File: config.mk
export PLATFORM = sky130hd
export DESIGN_NAME = psg_tone_noise_generator_flat
export DESIGN_NICKNAME = d
export VERILOG_FILES = /design/src/rtl/psg_pkg.sv /design/src/rtl/psg_stream_if.sv /design/src/rtl/psg_tone_noise_generator.sv /design/src/flat_wrapper.sv
export SDC_FILE = /design/constraint.sdc
export NUM_CORES = 1
export LEC_CHECK = 0
export BUFFER_PORTS_ARGS = -buffer_cell sky130_fd_sc_hd__buf_2
export CAP_MARGIN = 20
export CELL_PAD_IN_SITES_DETAIL_PLACEMENT = 0
export CELL_PAD_IN_SITES_GLOBAL_PLACEMENT = 1
export CORE_AREA = 2 2 233 235
export CTS_CLUSTER_DIAMETER = 50
export DETAILED_ROUTE_END_ITERATION = 16
export DIE_AREA = 0 0 235 237
export PLACE_DENSITY = 0.83
export SLEW_MARGIN = 20
export SYNTH_ARGS = -nofsm -noshare
export SYNTH_HDL_FRONTEND = slang
export SYNTH_SLANG_ARGS = --single-unit
File: constraint.sdc
create_clock -name clk -period 9.71 [get_ports clk]
set_input_delay 1.4565 -clock clk [delete_from_list [all_inputs] [get_ports clk]]
set_output_delay 1.4565 -clock clk [all_outputs]
set_load 0.02 [all_outputs]
File: src/rtl/psg_pkg.sv
// ----------------------------------------------------------------------------
// PSG package
// Shared types, constants and the attenuation level table for the sound
// generator.
// ----------------------------------------------------------------------------
package psg_pkg;

	// Function codes carried in the command request.
	localparam logic FUNC_WRITE = 1'b0;
	localparam logic FUNC_TICK  = 1'b1;

	// Noise rate codes (low two bits of the noise control register).
	localparam logic [1:0] NOISE_RATE_16   = 2'd0;
	localparam logic [1:0] NOISE_RATE_32   = 2'd1;
	localparam logic [1:0] NOISE_RATE_64   = 2'd2;
	localparam logic [1:0] NOISE_RATE_TONE = 2'd3;

	// Latched channel number of the noise channel.
	localparam logic [1:0] NOISE_CHANNEL = 2'd3;

	localparam logic [15:0] NOISE_SEED  = 16'h8000;
	localparam logic [15:0] STEP_CYCLES = 16'd16;
	localparam logic [9:0]  MIN_PERIOD  = 10'd6;

	typedef logic signed [10:0] counter_t;
	typedef logic signed [16:0] amp_t;

	typedef struct packed {
		logic       func;
		logic [7:0] data_byte;
		logic [7:0] cycle_count;
		logic [7:0] stereo_mask;
	} cmd_t;

	typedef struct packed {
		logic signed [15:0] left_sample;
		logic signed [15:0] right_sample;
	} sample_t;

	typedef struct packed {
		logic game_gear_mode;
	} cfg_t;

	// Output level for an inverted attenuation code (15 is loudest).
	function automatic logic [14:0] level_of(input logic [3:0] idx);
		logic [14:0] lv;
		begin
			case (idx)
				4'd0:    lv = 15'd0;
				4'd1:    lv = 15'd1304;
				4'd2:    lv = 15'd1642;
				4'd3:    lv = 15'd2067;
				4'd4:    lv = 15'd2603;
				4'd5:    lv = 15'd3277;
				4'd6:    lv = 15'd4125;
				4'd7:    lv = 15'd5193;
				4'd8:    lv = 15'd6568;
				4'd9:    lv = 15'd8231;
				4'd10:   lv = 15'd10362;
				4'd11:   lv = 15'd13045;
				4'd12:   lv = 15'd16422;
				4'd13:   lv = 15'd20675;
				4'd14:   lv = 15'd26028;
				4'd15:   lv = 15'd32767;
				default: lv = 15'd0;
			endcase
			return lv;
		end
	endfunction

endpackage

File: src/rtl/psg_stream_if.sv
// ----------------------------------------------------------------------------
// PSG stream interface
// Valid/ready channel with a payload whose type is chosen per instance.
// ----------------------------------------------------------------------------
interface psg_stream_if #(
	parameter type payload_t = logic
) ();
	logic     valid;
	logic     ready;
	payload_t payload;

	modport source (output valid, output payload, input ready);
	modport sink   (input valid, input payload, output ready);
endinterface

File: src/rtl/psg_tone_noise_generator.sv
// ----------------------------------------------------------------------------
// PSG tone and noise generator
// Three square-wave tone channels and one noise channel, programmed by
// latch/data bytes and stepped by CPU cycle ticks, with a stereo mixer.
// ----------------------------------------------------------------------------
//
//   Channel  Direction  Payload                                   Meaning
//   cmd      in         func, data_byte, cycle_count, stereo_mask register byte or tick
//   cfg      in         game_gear_mode                            mixer mode register
//   smp      out        left_sample, right_sample                 one mixed sample
//
// An accepted request is held in one input register; when it moves on, the
// short update logic applies it to the channel state and, for a tick that
// brings the cycle accumulator to STEP_CYCLES, loads one sample into the output register.
// A request may be accepted in every cycle while the input register does not
// stall, so the rate is one request per cycle unless a stall holds it.
// The input register stalls only while it holds a sample-producing tick and
// the output register is still full and not being taken.
// Reset (arst_n low) silences all channels and clears the accumulator.
// The configuration channel is always ready.
//
module psg_tone_noise_generator (
	input  logic         clk,
	input  logic         arst_n,
	psg_stream_if.sink   cmd,
	psg_stream_if.sink   cfg,
	psg_stream_if.source smp
);
	import psg_pkg::*;

	// Input stage.
	logic valid_s1;
	cmd_t cmd_s1;

	// Configuration.
	logic gg_mode_q;

	// Channel state.
	logic [3:0]  atten_q  [4];
	logic [9:0]  period_q [3];
	logic [3:0]  noise_ctrl_q;
	counter_t    cnt_q    [4];
	logic        pol_q    [4];
	logic        nbit_q;
	logic [15:0] shifter_q;
	logic [1:0]  latch_ch_q;
	logic        att_sel_q;
	logic [15:0] acc_q;

	// Output register.
	logic    smp_valid_q;
	sample_t smp_q;

	// Next-state values computed from the input register.
	logic [3:0]  atten_d  [4];
	logic [9:0]  period_d [3];
	logic [3:0]  noise_ctrl_d;
	counter_t    cnt_d    [4];
	logic        pol_d    [4];
	logic        nbit_d;
	logic [15:0] shifter_d;
	logic [1:0]  latch_ch_d;
	logic        att_sel_d;
	logic [15:0] acc_d;
	logic        step;
	sample_t     smp_d;

	logic out_free;
	logic adv_s1;

	// The held request moves on unless it would produce a sample that has
	// nowhere to go.
	assign out_free  = !smp_valid_q || smp.ready;
	assign adv_s1    = valid_s1 && (!step || out_free);
	assign cmd.ready = !valid_s1 || adv_s1;
	assign cfg.ready = 1'b1;

	assign smp.valid   = smp_valid_q;
	assign smp.payload = smp_q;

	// Halve with truncation towards zero, then clamp to sixteen bits.
	function automatic logic signed [15:0] halve_clamp(input logic signed [18:0] sum);
		logic signed [17:0] v;
		begin
			v = 18'((sum + $signed({18'd0, sum[18]})) >>> 1);
			if (v > 18'sd32767) begin
				return 16'sh7FFF;
			end else if (v < -18'sd32768) begin
				return 16'sh8000;
			end
			return v[15:0];
		end
	endfunction

	always_comb begin
		logic [7:0]        b;
		logic [1:0]        ch;
		logic              att;
		logic [9:0]        p;
		logic [16:0]       acc_sum;
		logic [15:0]       acc_sat;
		logic              fb;
		amp_t              amp   [4];
		logic [14:0]       lv;
		logic signed [18:0] l_sum;
		logic signed [18:0] r_sum;
		logic signed [18:0] m_sum;
		counter_t          dec;

		for (int i = 0; i < 4; i++) begin
			atten_d[i] = atten_q[i];
			cnt_d[i]   = cnt_q[i];
			pol_d[i]   = pol_q[i];
		end
		for (int i = 0; i < 3; i++) begin
			period_d[i] = period_q[i];
		end
		noise_ctrl_d = noise_ctrl_q;
		nbit_d       = nbit_q;
		shifter_d    = shifter_q;
		latch_ch_d   = latch_ch_q;
		att_sel_d    = att_sel_q;
		acc_d        = acc_q;
		step         = 1'b0;
		fb           = 1'b0;
		dec          = '0;

		// Register byte: a latch byte (top bit set) picks the channel and
		// register, then both byte forms write the selected register.
		b   = cmd_s1.data_byte;
		ch  = b[7] ? b[6:5] : latch_ch_q;
		att = b[7] ? b[4] : att_sel_q;
		p   = b[7] ? {period_q[2][9:4], b[3:0]} : {b[5:0], period_q[2][3:0]};
		if (ch != NOISE_CHANNEL) begin
			p = b[7] ? {period_q[ch][9:4], b[3:0]} : {b[5:0], period_q[ch][3:0]};
		end
		if (p < MIN_PERIOD) begin
			p = '0;
		end

		// Tick: saturating cycle accumulator.
		acc_sum = {1'b0, acc_q} + {9'd0, cmd_s1.cycle_count};
		acc_sat = acc_sum[16] ? 16'hFFFF : acc_sum[15:0];

		if (cmd_s1.func == FUNC_WRITE) begin
			latch_ch_d = ch;
			att_sel_d  = att;
			if (att) begin
				atten_d[ch] = b[3:0];
			end else if (ch == NOISE_CHANNEL) begin
				noise_ctrl_d = b[3:0];
				shifter_d    = NOISE_SEED;
			end else begin
				period_d[ch] = p;
			end
		end else begin
			step  = (acc_sat >= STEP_CYCLES);
			acc_d = step ? acc_sat - STEP_CYCLES : acc_sat;
		end

		// Noise channel: reload its counter and clock the shifter on every
		// second expiry.
		if (step && (cnt_q[3] <= 11'sd0)) begin
			case (noise_ctrl_q[1:0])
				NOISE_RATE_16:   cnt_d[3] = 11'sd16;
				NOISE_RATE_32:   cnt_d[3] = 11'sd32;
				NOISE_RATE_64:   cnt_d[3] = 11'sd64;
				NOISE_RATE_TONE: cnt_d[3] = $signed({1'b0, period_q[2]});
				default:         cnt_d[3] = 11'sd16;
			endcase
			if (!pol_q[3]) begin
				pol_d[3]  = 1'b1;
				nbit_d    = shifter_q[0];
				fb        = noise_ctrl_q[2] ? (shifter_q[0] ^ shifter_q[3]) : shifter_q[0];
				shifter_d = {fb, shifter_q[15:1]};
			end else begin
				pol_d[3] = 1'b0;
			end
		end

		// Channel amplitudes: tones swing around zero, noise is zero or up.
		for (int i = 0; i < 3; i++) begin
			lv     = level_of(~atten_q[i]);
			amp[i] = pol_q[i] ? $signed({2'b00, lv}) : -$signed({2'b00, lv});
		end
		lv     = level_of(~atten_q[3]);
		amp[3] = nbit_d ? $signed({2'b00, lv}) : '0;

		l_sum = '0;
		r_sum = '0;
		for (int i = 0; i < 4; i++) begin
			if (cmd_s1.stereo_mask[4 + i]) begin
				l_sum = l_sum + 19'(amp[i]);
			end
			if (cmd_s1.stereo_mask[i]) begin
				r_sum = r_sum + 19'(amp[i]);
			end
		end
		m_sum = 19'(amp[0]) + 19'(amp[1]) + 19'(amp[2]) + 19'(amp[3]);

		if (gg_mode_q) begin
			smp_d.left_sample  = halve_clamp(l_sum);
			smp_d.right_sample = halve_clamp(r_sum);
		end else begin
			smp_d.left_sample  = halve_clamp(m_sum);
			smp_d.right_sample = halve_clamp(m_sum);
		end

		// Count down all channels; tone channels flip polarity on expiry,
		// and a tone with a zero period is held high.
		if (step) begin
			cnt_d[3] = cnt_d[3] - 11'sd1;
			for (int i = 0; i < 3; i++) begin
				dec = cnt_q[i] - 11'sd1;
				if (dec <= 11'sd0) begin
					cnt_d[i] = $signed({1'b0, period_q[i]});
					pol_d[i] = !(pol_q[i] && (period_q[i] != 10'd0));
				end else begin
					cnt_d[i] = dec;
				end
			end
		end
	end

	always_ff @(posedge clk or negedge arst_n) begin
		if (!arst_n) begin
			valid_s1 <= 1'b0;
		end else if (cmd.ready) begin
			valid_s1 <= cmd.valid;
		end
	end

	always_ff @(posedge clk) begin
		if (cmd.valid && cmd.ready) begin
			cmd_s1 <= cmd.payload;
		end
	end

	always_ff @(posedge clk or negedge arst_n) begin
		if (!arst_n) begin
			gg_mode_q <= 1'b0;
		end else if (cfg.valid) begin
			gg_mode_q <= cfg.payload.game_gear_mode;
		end
	end

	always_ff @(posedge clk or negedge arst_n) begin
		if (!arst_n) begin
			for (int i = 0; i < 4; i++) begin
				atten_q[i] <= 4'hF;
				cnt_q[i]   <= '0;
				pol_q[i]   <= 1'b1;
			end
			for (int i = 0; i < 3; i++) begin
				period_q[i] <= '0;
			end
			noise_ctrl_q <= '0;
			nbit_q       <= 1'b0;
			shifter_q    <= '0;
			latch_ch_q   <= '0;
			att_sel_q    <= 1'b0;
			acc_q        <= '0;
		end else if (adv_s1) begin
			for (int i = 0; i < 4; i++) begin
				atten_q[i] <= atten_d[i];
				cnt_q[i]   <= cnt_d[i];
				pol_q[i]   <= pol_d[i];
			end
			for (int i = 0; i < 3; i++) begin
				period_q[i] <= period_d[i];
			end
			noise_ctrl_q <= noise_ctrl_d;
			nbit_q       <= nbit_d;
			shifter_q    <= shifter_d;
			latch_ch_q   <= latch_ch_d;
			att_sel_q    <= att_sel_d;
			acc_q        <= acc_d;
		end
	end

	always_ff @(posedge clk or negedge arst_n) begin
		if (!arst_n) begin
			smp_valid_q <= 1'b0;
		end else if (adv_s1 && step) begin
			smp_valid_q <= 1'b1;
		end else if (smp.ready) begin
			smp_valid_q <= 1'b0;
		end
	end

	always_ff @(posedge clk) begin
		if (adv_s1 && step) begin
			smp_q <= smp_d;
		end
	end

endmodule

File: src/flat_wrapper.sv
// flat-port wrapper written by rule: the top's interface ports become plain ports
module psg_tone_noise_generator_flat import psg_pkg::*;
  (clk, arst_n, cmd_valid, cmd_payload, cmd_ready, cfg_valid, cfg_payload, cfg_ready, smp_valid, smp_payload, smp_ready);
  psg_stream_if #(.payload_t(cmd_t)) cmd_i ();
  psg_stream_if #(.payload_t(cfg_t)) cfg_i ();
  psg_stream_if #(.payload_t(sample_t)) smp_i ();
  input  logic clk;
  input  logic arst_n;
  input wire logic [$bits(cmd_i.valid)-1:0] cmd_valid;
  input wire logic [$bits(cmd_i.payload)-1:0] cmd_payload;
  output wire logic [$bits(cmd_i.ready)-1:0] cmd_ready;
  input wire logic [$bits(cfg_i.valid)-1:0] cfg_valid;
  input wire logic [$bits(cfg_i.payload)-1:0] cfg_payload;
  output wire logic [$bits(cfg_i.ready)-1:0] cfg_ready;
  output wire logic [$bits(smp_i.valid)-1:0] smp_valid;
  output wire logic [$bits(smp_i.payload)-1:0] smp_payload;
  input wire logic [$bits(smp_i.ready)-1:0] smp_ready;
  assign cmd_i.valid = cmd_valid;
  assign cmd_i.payload = cmd_payload;
  assign cmd_ready = cmd_i.ready;
  assign cfg_i.valid = cfg_valid;
  assign cfg_i.payload = cfg_payload;
  assign cfg_ready = cfg_i.ready;
  assign smp_valid = smp_i.valid;
  assign smp_payload = smp_i.payload;
  assign smp_i.ready = smp_ready;
  psg_tone_noise_generator u_core (.clk(clk), .arst_n(arst_n), .cmd(cmd_i), .cfg(cfg_i), .smp(smp_i));
endmodule
Yosys cells after proc, flatten, opt, wreduce, memory -nomap -nowiden
Memories as Yosys holds them, arrays and structs flattened.
Index checks and enable logic that the tools add are counted.
{"block": "word_totals", "regBits": 193, "rom_bits": 960, "inputBits": 31, "word_cells": 181, "n_memories": 4}
{"block": "classes", "add_sub_neg": 21, "n_lt_le_gt_ge": 14, "n_eq_ne": 5, "muxes": 66, "n_bitwise": 9, "reduce_logical": 32}
{"name": "(name not given)", "words": 16, "width": 15, "rd": 1, "rd_clocked_by_memory_dff": 0, "write_ports": 0, "line": "psg_pkg.sv:48", "source": "case (idx)"}
{"name": "(name not given)", "words": 16, "width": 15, "rd": 1, "rd_clocked_by_memory_dff": 0, "write_ports": 0, "line": "psg_pkg.sv:48"}
{"name": "(name not given)", "words": 16, "width": 15, "rd": 1, "rd_clocked_by_memory_dff": 0, "write_ports": 0, "line": "psg_pkg.sv:48"}
{"name": "(name not given)", "words": 16, "width": 15, "rd": 1, "rd_clocked_by_memory_dff": 0, "write_ports": 0, "line": "psg_pkg.sv:48"}
{"op": "16-bit 2-to-1 mux", "n": 16}
{"op": "19-bit 2-to-1 mux", "n": 8}
{"op": "19-bit by 17-bit adder with 19-bit output", "n": 7}
{"op": "10-bit 2-to-1 mux", "n": 7}
{"op": "19-bit by 2-bit adder with 19-bit output", "n": 3}
{"op": "11-bit 2-to-1 mux", "n": 5}
{"op": "18-bit by 16-bit > comparator with 1-bit output (second input constant)", "n": 3}
{"op": "18-bit by 16-bit < comparator with 1-bit output (second input constant)", "n": 3}
{"op": "17-bit 2-to-1 mux", "n": 3}
{"op": "15-bit negation with 17-bit output", "n": 3}
{"op": "11-bit by 1-bit <= comparator with 1-bit output (second input constant)", "n": 4}
{"op": "11-bit one-hot mux with 4 select lines", "n": 1}
{"op": "11-bit by 2-bit subtractor with 11-bit output (second input constant)", "n": 4}
{"op": "32-bit 2-to-1 mux", "n": 1}
{"op": "30-bit bitwise mux", "n": 1}
{"op": "10-bit nonzero test", "n": 3}
{"op": "10-bit binary-select mux with 2-bit select", "n": 1}
{"op": "10-bit demux with 2-bit select", "n": 1}
{"op": "18-bit by 17-bit adder with 19-bit output", "n": 1}
{"op": "17-bit by 17-bit adder with 18-bit output", "n": 1}
{"op": "16-bit by 8-bit adder with 17-bit output", "n": 1}
{"op": "1-bit 2-to-1 mux", "n": 17}
{"op": "16-bit bitwise mux", "n": 1}
{"op": "16-bit by 5-bit >= comparator with 1-bit output (second input constant)", "n": 1}
{"op": "other kinds (23)", "n": 51}

Logic depth before layout (Yosys ltp)
Gate-level depths: netlist of run 1.
An unclocked memory read counts as a cell.
{"block": "depth", "ltp_word": 18, "depth_mapped": 48}

Worst setup path before layout of run 1
Ideal clock, no wire load.
{"block": "synth_path", "path_type": "register -> register", "from": "reg u_core.atten_q[12] (netlist bit)", "to": "reg u_core.smp_q (netlist bit u_core.smp.payload[24]) (data pin)", "arrival_ps": 9485, "slack_ps": 79, "stages_incl_launch_ff": 45, "cell_sequence": "dfstp_2 -> buf_2 -> inv_1 -> ha_1 -> inv_1 -> mux4_2 -> ha_1 -> nor2_1 -> a21o_1 -> nor2_1 -> fa_1 -> inv_1 -> maj3_1 -> a221oi_1 -> o31a_2 -> o31ai_1 -> xnor2_1 -> nor2_1 -> (+9 left out) -> nor2_1 -> nand3_1 -> a311oi_1 -> o21ai_0 -> a21oi_1 -> o21ai_0 -> nor3_2 -> nand3_2 -> and2_1 -> buf_6 -> nor2b_1 -> ha_1 -> or3_1 -> or4_4 -> a2bb2oi_4 -> buf_6 -> o21ai_0 -> a21oi_1"}
{"element": "start: declaration", "line": "psg_tone_noise_generator.sv:39", "source": "logic [3:0] atten_q [4];"}
{"element": "start signal: indexed assignment", "line": "psg_tone_noise_generator.sv:265", "source": "atten_q[i] <= atten_d[i];"}
{"element": "end signal: assignment", "line": "psg_tone_noise_generator.sv:293", "source": "smp_q <= smp_d;"}
{"element": "end: declaration", "line": "psg_tone_noise_generator.sv:52", "source": "sample_t smp_q;"}

==> flow_metrics.py, run 1 <==
metrics = {
    "floorplan": {
        "fp.dieArea_um2": 55700,
        "rows": 85,
        "initial_core_util_pct": 44.4,
        "io_pins": 66,
        "fp.dieH_um": 237,
        "dieWidth_um": 235,
        "core_um2": 53300,
    },
    "setup_path": {
        "r2r-start": "u_core.atten_q[9]$_DFFE_PN1P_",
        "reg2reg_to": "u_core.smp.payload[8]$_DFFE_PP_",
        "reg2reg_slack_ps": 320,
        "slowest_stage": "dfstp_2",
        "start_kind": "flip-flop",
        "critPathCapture": "u_core.smp.payload[8]$_DFFE_PP_",
        "worstPathRequired_ps": 10050,
        "path_class": "flip-flop to flip-flop",
        "reg2reg_depth": 38,
        "arrival_ps": 9730,
        "critPathMaxStageDelay_ps": 540,
        "cp-end-kind": "flip-flop",
        "cp_max_fo": 9,
        "crit_start": "u_core.atten_q[9]$_DFFE_PN1P_",
    },
    "placement": {
        "finalWeightedCongestion": 1.00,
        "place.detailed.hpwl_um": 61700,
        "dp.cells": 3737,
        "dp_slack_ps": -526,
        "port_buffers": 64,
    },
    "clock_network": {
        "numCtsBuffers": 17,
        "clock-sinks": 193,
        "clockBufferDepth": 2,
        "cts_hold_buffers": 0,
        "clk_pin_slew_worst_paths_ps": 90,
        "cts_tree": "built",
        "htreeDepth": 4,
        "root_buffer": "clkbuf_16",
        "clk_latency_ps": 510,
    },
    "sta": {
        "period_needed_ps": 9390,
        "tns_ps": 0,
        "finalMaxSlewViolations": 0,
        "holdWs_ps": 482,
        "setup_slack_ps": 319,
        "finalCritPeriodShare_pct": 96.7,
        "setup_violations": 0,
        "final-hold-violation-count": 0,
        "tightest_slew_ps": 1050,
        "final.setup_skew_ps": 29.3,
        "max_freq_mhz": 106,
        "slew_headroom_pct": 29.6,
    },
    "synth": {
        "netlist.area_leader.share_pct": 12.3,
        "synth_edf_count": 57,
        "synth_ff_type": "dfrtp_1",
        "synthTopCellsByArea": "dfrtp_1 (12%), ha_1 (8.2%), edfxtp_1 (7.2%)",
        "async_reset_ff_share_pct": 70.5,
        "netlist_area_um2": 23700,
        "yosysUniqueCellTypes": 135,
        "yosysMostFrequentCell": "nand2_1",
        "ys_ff_latch": 193,
        "synth_common_cells": "nand2_1 (288), a21oi_1 (271), nor2_1 (259)",
        "ys_seq_area_share_pct": 21.7,
        "synth_top_area_cell": "dfrtp_1",
        "synth_warnings": 0,
        "syn-instance-count": 2994,
        "syn_area_per_cell_um2": 7.91,
        "syn_nets": 3211,
    },
    "route": {
        "vias_per_cell": 6.14,
        "drtPass1Iterations": 6,
        "vias": 23400,
        "wirelength_um": 79400,
        "post-route-drc-count": 0,
        "ant_nets": 0,
        "drt-wirelength-per-cell_um": 20.8,
        "drt_iter0_drc": 1956,
    },
    "worst_hold_path": {
        "hp-class": "flip-flop to flip-flop",
    },
    "cells_and_area": {
        "n_antenna_cell": 0,
        "nets": 3316,
        "drive_gt1_share_pct": 16.9,
        "areaGrowthSynthToFinish_pct": 12.7,
        "fin_cells": 3808,
    },
    "run_status": {
        "status": "finished, final reports clean",
    },
    "grt": {
        "grt_overflow_total": 0,
        "grt_max_degree": 82,
        "antenna_found_initial": 0,
        "grt_pass1_wl_um": 123000,
        "grt_usage_pct": 27.7,
        "first_global_vias": 22100,
    },
    "flow_run": {
        "maxCapViolCount": 0,
    },
}
[how the worst min path moves through the flow]
stage / startpoint / endpoint / depth (start not counted)
after floorplan: u_core.acc_q[6]$_DFFE_PN0P_ / u_core.acc_q[6]$_DFFE_PN0P_ / 2
after global placement: u_core.shifter_q[14]$_DFFE_PN0P_ / u_core.shifter_q[14]$_DFFE_PN0P_ / 1
after detailed placement: u_core.shifter_q[4]$_DFFE_PN0P_ / u_core.shifter_q[4]$_DFFE_PN0P_ / 1
after CTS: u_core.shifter_q[15]$_DFFE_PN0P_ / u_core.shifter_q[14]$_DFFE_PN0P_ / 1
after global routing: u_core.shifter_q[1]$_DFFE_PN0P_ / u_core.shifter_q[0]$_DFFE_PN0P_ / 1
final: u_core.shifter_q[15]$_DFFE_PN0P_ / u_core.shifter_q[14]$_DFFE_PN0P_ / 1
[critical path: cells and delay by family, from the launching register on]
| family | cells | cell delay, ps |
|---|---|---|
| AO/OA/AOI/OAI | 17 | 3780 |
| XOR/XNOR | 3 | 820 |
| adder cells (fa/ha/maj) | 4 | 1280 |
| buffers and inverters | 5 | 680 |
| flip-flops | 1 | 540 |
| multiplexers | 1 | 460 |
| AND/OR/NAND/NOR | 8 | 1670 |
[through the flow]
step / utilization [%] / cell area (µm²)
6_report: 50.1 / 26700
5_1_grt: 50.1 / 26700
4_1_cts: 48.6 / 25900
3_5_place_dp: 47.1 / 25100
3_3_place_gp: 47.1 / 25100
2_1_floorplan: - / 23700
[cells by family after synthesis]
kind of cell / after synthesis / synth area share [%]
adder cells (fa/ha/maj): 196 / 11.2
flip-flops: 193 / 21.7
AND/OR/NAND/NOR: 1060 / 22.2
multiplexers: 123 / 5.66
other: 1 / 0.0158
buffers and inverters: 304 / 5.43
AO/OA/AOI/OAI: 905 / 25.6
XOR/XNOR: 212 / 8.16
[timing repair]
item / 4_1_cts / 5_1_grt
pin swaps: 10 / 62
cloned: 1 / 2
resized for setup: 27 / 114
buffers inserted: 9 / 26
setup endpoints to repair: 32 / 32
[cells in the final DEF (no fill, tap or decap), drive strengths merged, types with 53 or more instances in the layout]
cell,instances
a21oi,277
a31oi,53
buf,211
dfrtp,116
edfxtp,57
ha,156
inv,181
mux2i,79
nand2,292
nand3,110
nor2,262
o21ai,192
xnor2,136
xor2,76
[per-layer routing]
metal | track usage (%) | part of all wire, %
met2 | 45.0 | 47
met4 | 14.9 | 5.3
met5 | 0 | 0
met1 | 35.7 | 43
met3 | 3.86 | 5.0
[area by class of cell]
class | instances | area, µm²
repair buffers | 211 | 1460
clock buffers | 22 | 475
flip-flops and latches | 193 | 5140
multi-input cells | 2500 | 18000
well taps | 696 | 871
fillers | 5107 | 26600
clock inverters | 10 | 88.8
inverters | 176 | 663
[registers in the layout (all words and copies together) (netlist names)]
signal and count:
u_core.acc_q 16, u_core.att_sel_q 1, u_core.atten_q 16, u_core.cmd_s1 25, u_core.cnt_q 44, u_core.gg_mode_q 1, u_core.latch_ch_q 2, u_core.nbit_q 1
u_core.noise_ctrl_q 3, u_core.period_q 30, u_core.pol_q 4, u_core.shifter_q 16, u_core.smp.payload 32, u_core.smp.valid 1, u_core.valid_s1 1
Power of run 1 is not shown: default switching activity piles up to over one toggle a cycle in this logic, so the estimate is an artifact.
==> run 2: changes to the inputs <==
- BUFFER_PORTS_ARGS: -buffer_cell sky130_fd_sc_hd__buf_2 -> -buffer_cell sky130_fd_sc_hd__clkbuf_2
- CORE_AREA: 2 2 233 235 -> 2 2 268 204
- DIE_AREA: 0 0 235 237 -> 0 0 270 206
- clock period: 9.71 -> 8.1 ns (I/O delays scaled with it)
==> run 2 against run 1 <==
Compared with the run above: the run now ends with negative setup slack left; design area rose by 19%; die area down 0.13%; via count is 12% higher; first-iteration DRC count is 38% higher; register-to-register slack got worse by 1500 ps; largest cell class unchanged; sequential cell count unchanged; non-clock buffer count is 596 higher; cell count grew 16%; clock skew down 9.7 ps.
==> flow_metrics.py, run 2 (synthesis gave the netlist of run 1 again) <==
metrics = {
    "run_status": {
        "status": "finished, violations left",
        "violations": "negative setup slack",
    },
    "clock_network": {
        "cts_tree": "built",
        "htreeDepth": 4,
        "root_buffer": "clkbuf_16",
        "numCtsBuffers": 17,
        "clk_pin_slew_worst_paths_ps": 80,
        "clk_latency_ps": 510,
        "clock-sinks": 193,
        "clockBufferDepth": 2,
    },
    "setup_path": {
        "r2r-start": "u_core.atten_q[13]$_DFFE_PN1P_",
        "reg2reg_slack_ps": -1190,
        "path_class": "flip-flop to flip-flop",
        "reg2reg_to": "u_core.smp.payload[23]$_DFFE_PP_",
        "reg2reg_depth": 47,
        "slowest_stage": "dfstp_2",
        "cp-end-kind": "flip-flop",
        "arrival_ps": 9640,
        "start_kind": "flip-flop",
        "critPathMaxStageDelay_ps": 570,
        "cp_max_fo": 7,
        "worstPathRequired_ps": 8450,
        "cp_common_cell": "buf_4",
    },
    "route": {
        "wirelength_um": 89400,
        "drt-wirelength-per-cell_um": 20.2,
        "post-route-drc-count": 0,
        "drtPass1Iterations": 9,
        "wl_met2_um": 37700,
        "vias": 26200,
        "topRoutingLayerUsed": "met5",
        "drt_iter0_drc": 2697,
        "ant_nets": 0,
        "wl_met3_um": 8320,
        "vias_per_cell": 5.92,
        "drt-met1-wl_um": 41100,
    },
    "grt": {
        "grt_usage_pct": 31.3,
        "first_global_vias": 24500,
        "grt_overflow_total": 0,
        "grt_pass1_wl_um": 136000,
        "grt_max_degree": 82,
        "antenna_found_initial": 4,
    },
    "floorplan": {
        "dieWidth_um": 270,
        "rows": 74,
        "core_um2": 53400,
        "fp.dieH_um": 206,
        "initial_core_util_pct": 44.3,
        "io_pins": 66,
        "fp.dieArea_um2": 55600,
    },
    "cells_and_area": {
        "largest_register_ffs": 44,
        "final_common_cell": "buf_4",
        "top_register": "u_core.cnt_q",
        "final_area_um2": 31700,
        "areaGrowthSynthToFinish_pct": 33.9,
        "drive_gt1_share_pct": 32.0,
        "nets": 3911,
        "final_core_util_pct": 59.3,
        "most-common-layout-cells": "buf_4 (730), nand2_1 (283), nor2_1 (251), a21oi_1 (233), inv_1 (161)",
    },
    "sta": {
        "setup_violations": 32,
        "slew_headroom_pct": 27.5,
        "finalMaxSlewViolations": 0,
        "tightest_slew_ps": 1080,
        "rsz0062_at_grt": "true",
        "max_freq_mhz": 108,
        "finalCritPeriodShare_pct": 115,
        "final.setup_skew_ps": 19.6,
        "setup_slack_ps": -1190,
        "tns_ps": -35300,
        "final-hold-violation-count": 0,
        "period_needed_ps": 9290,
    },
    "placement": {
        "placed_cell_area_um2": 29800,
        "place.detailed.hpwl_um": 69800,
        "port_buffers": 64,
        "finalWeightedCongestion": 0.977,
    },
    "flow_run": {
        "maxCapViolCount": 0,
    },
    "worst_hold_path": {
        "min_to": "u_core.shifter_q[13]$_DFFE_PN0P_",
        "worstHoldPathCells": 1,
        "hp-class": "flip-flop to flip-flop",
        "worstHoldStart": "u_core.shifter_q[13]$_DFFE_PN0P_",
    },
}
-- run 2: final cells by class --
class,instances,area (µm²)
well taps,722,903
multi-input cells,2499,18400
inverters,176,672
diodes,2,5.00
repair buffers,807,6030
clock inverters,14,125
fillers,4760,21700
flip-flops and latches,193,5140
clock buffers,18,429
-- run 2: critical path, delay by kind of cell (launching register included) --
kind	cells	cell delay, ps
XOR/XNOR	3	640
AO/OA/AOI/OAI	13	2100
multiplexers	1	490
AND/OR/NAND/NOR	13	2430
flip-flops	1	570
buffers and inverters	10	1190
adder cells (fa/ha/maj)	7	1720
-- run 2: how the worst max path moves through the flow --
| stage | from | endpoint | slack [ps] | cells after the start |
|---|---|---|---|---|
| after global routing | u_core.atten_q[13]$_DFFE_PN1P_ | u_core.smp.payload[23]$_DFFE_PP_ | -1500 | 45 |
| after floorplan | u_core.atten_q[12]$_DFFE_PN1P_ | u_core.smp.payload[24]$_DFFE_PP_ | -900 | 46 |
| after detailed placement | u_core.atten_q[13]$_DFFE_PN1P_ | u_core.smp.payload[6]$_DFFE_PP_ | -1480 | 45 |
| final | u_core.atten_q[13]$_DFFE_PN1P_ | u_core.smp.payload[23]$_DFFE_PP_ | -1190 | 47 |
| after global placement | u_core.atten_q[13]$_DFFE_PN1P_ | u_core.smp.payload[6]$_DFFE_PP_ | -1180 | 45 |
| after CTS | u_core.atten_q[13]$_DFFE_PN1P_ | u_core.smp.payload[6]$_DFFE_PP_ | -870 | 45 |
-- run 2: per-stage QoR --
stage / cells / worst slack (ps) / hold slack, ps
2_1_floorplan: 2994 / -903 / 445
3_3_place_gp: 4324 / -1180 / 469
3_5_place_dp: 4324 / -1480 / 484
4_1_cts: 4405 / -873 / 509
5_1_grt: 4430 / -1500 / 517
6_report: 4431 / -1190 / 508
-- run 2: repair_timing --
action	in CTS	in global routing
gates cloned	3	1
setup endpoints to repair	32	32
pin swaps	79	64
hold buffers	0	0
endpoints found under the hold margin	0	0
setup buffers	47	24
resized for setup	84	79
-- run 2: per-layer routing --
layer / vias up / GRT usage [%]
met4: 4 / 8.79
met5: - / 0
met3: 145 / 6.52
li1: 12300 / -
met2: 1125 / 47.2
met1: 12600 / 45.1
Power of run 2 is left out for the same reason.
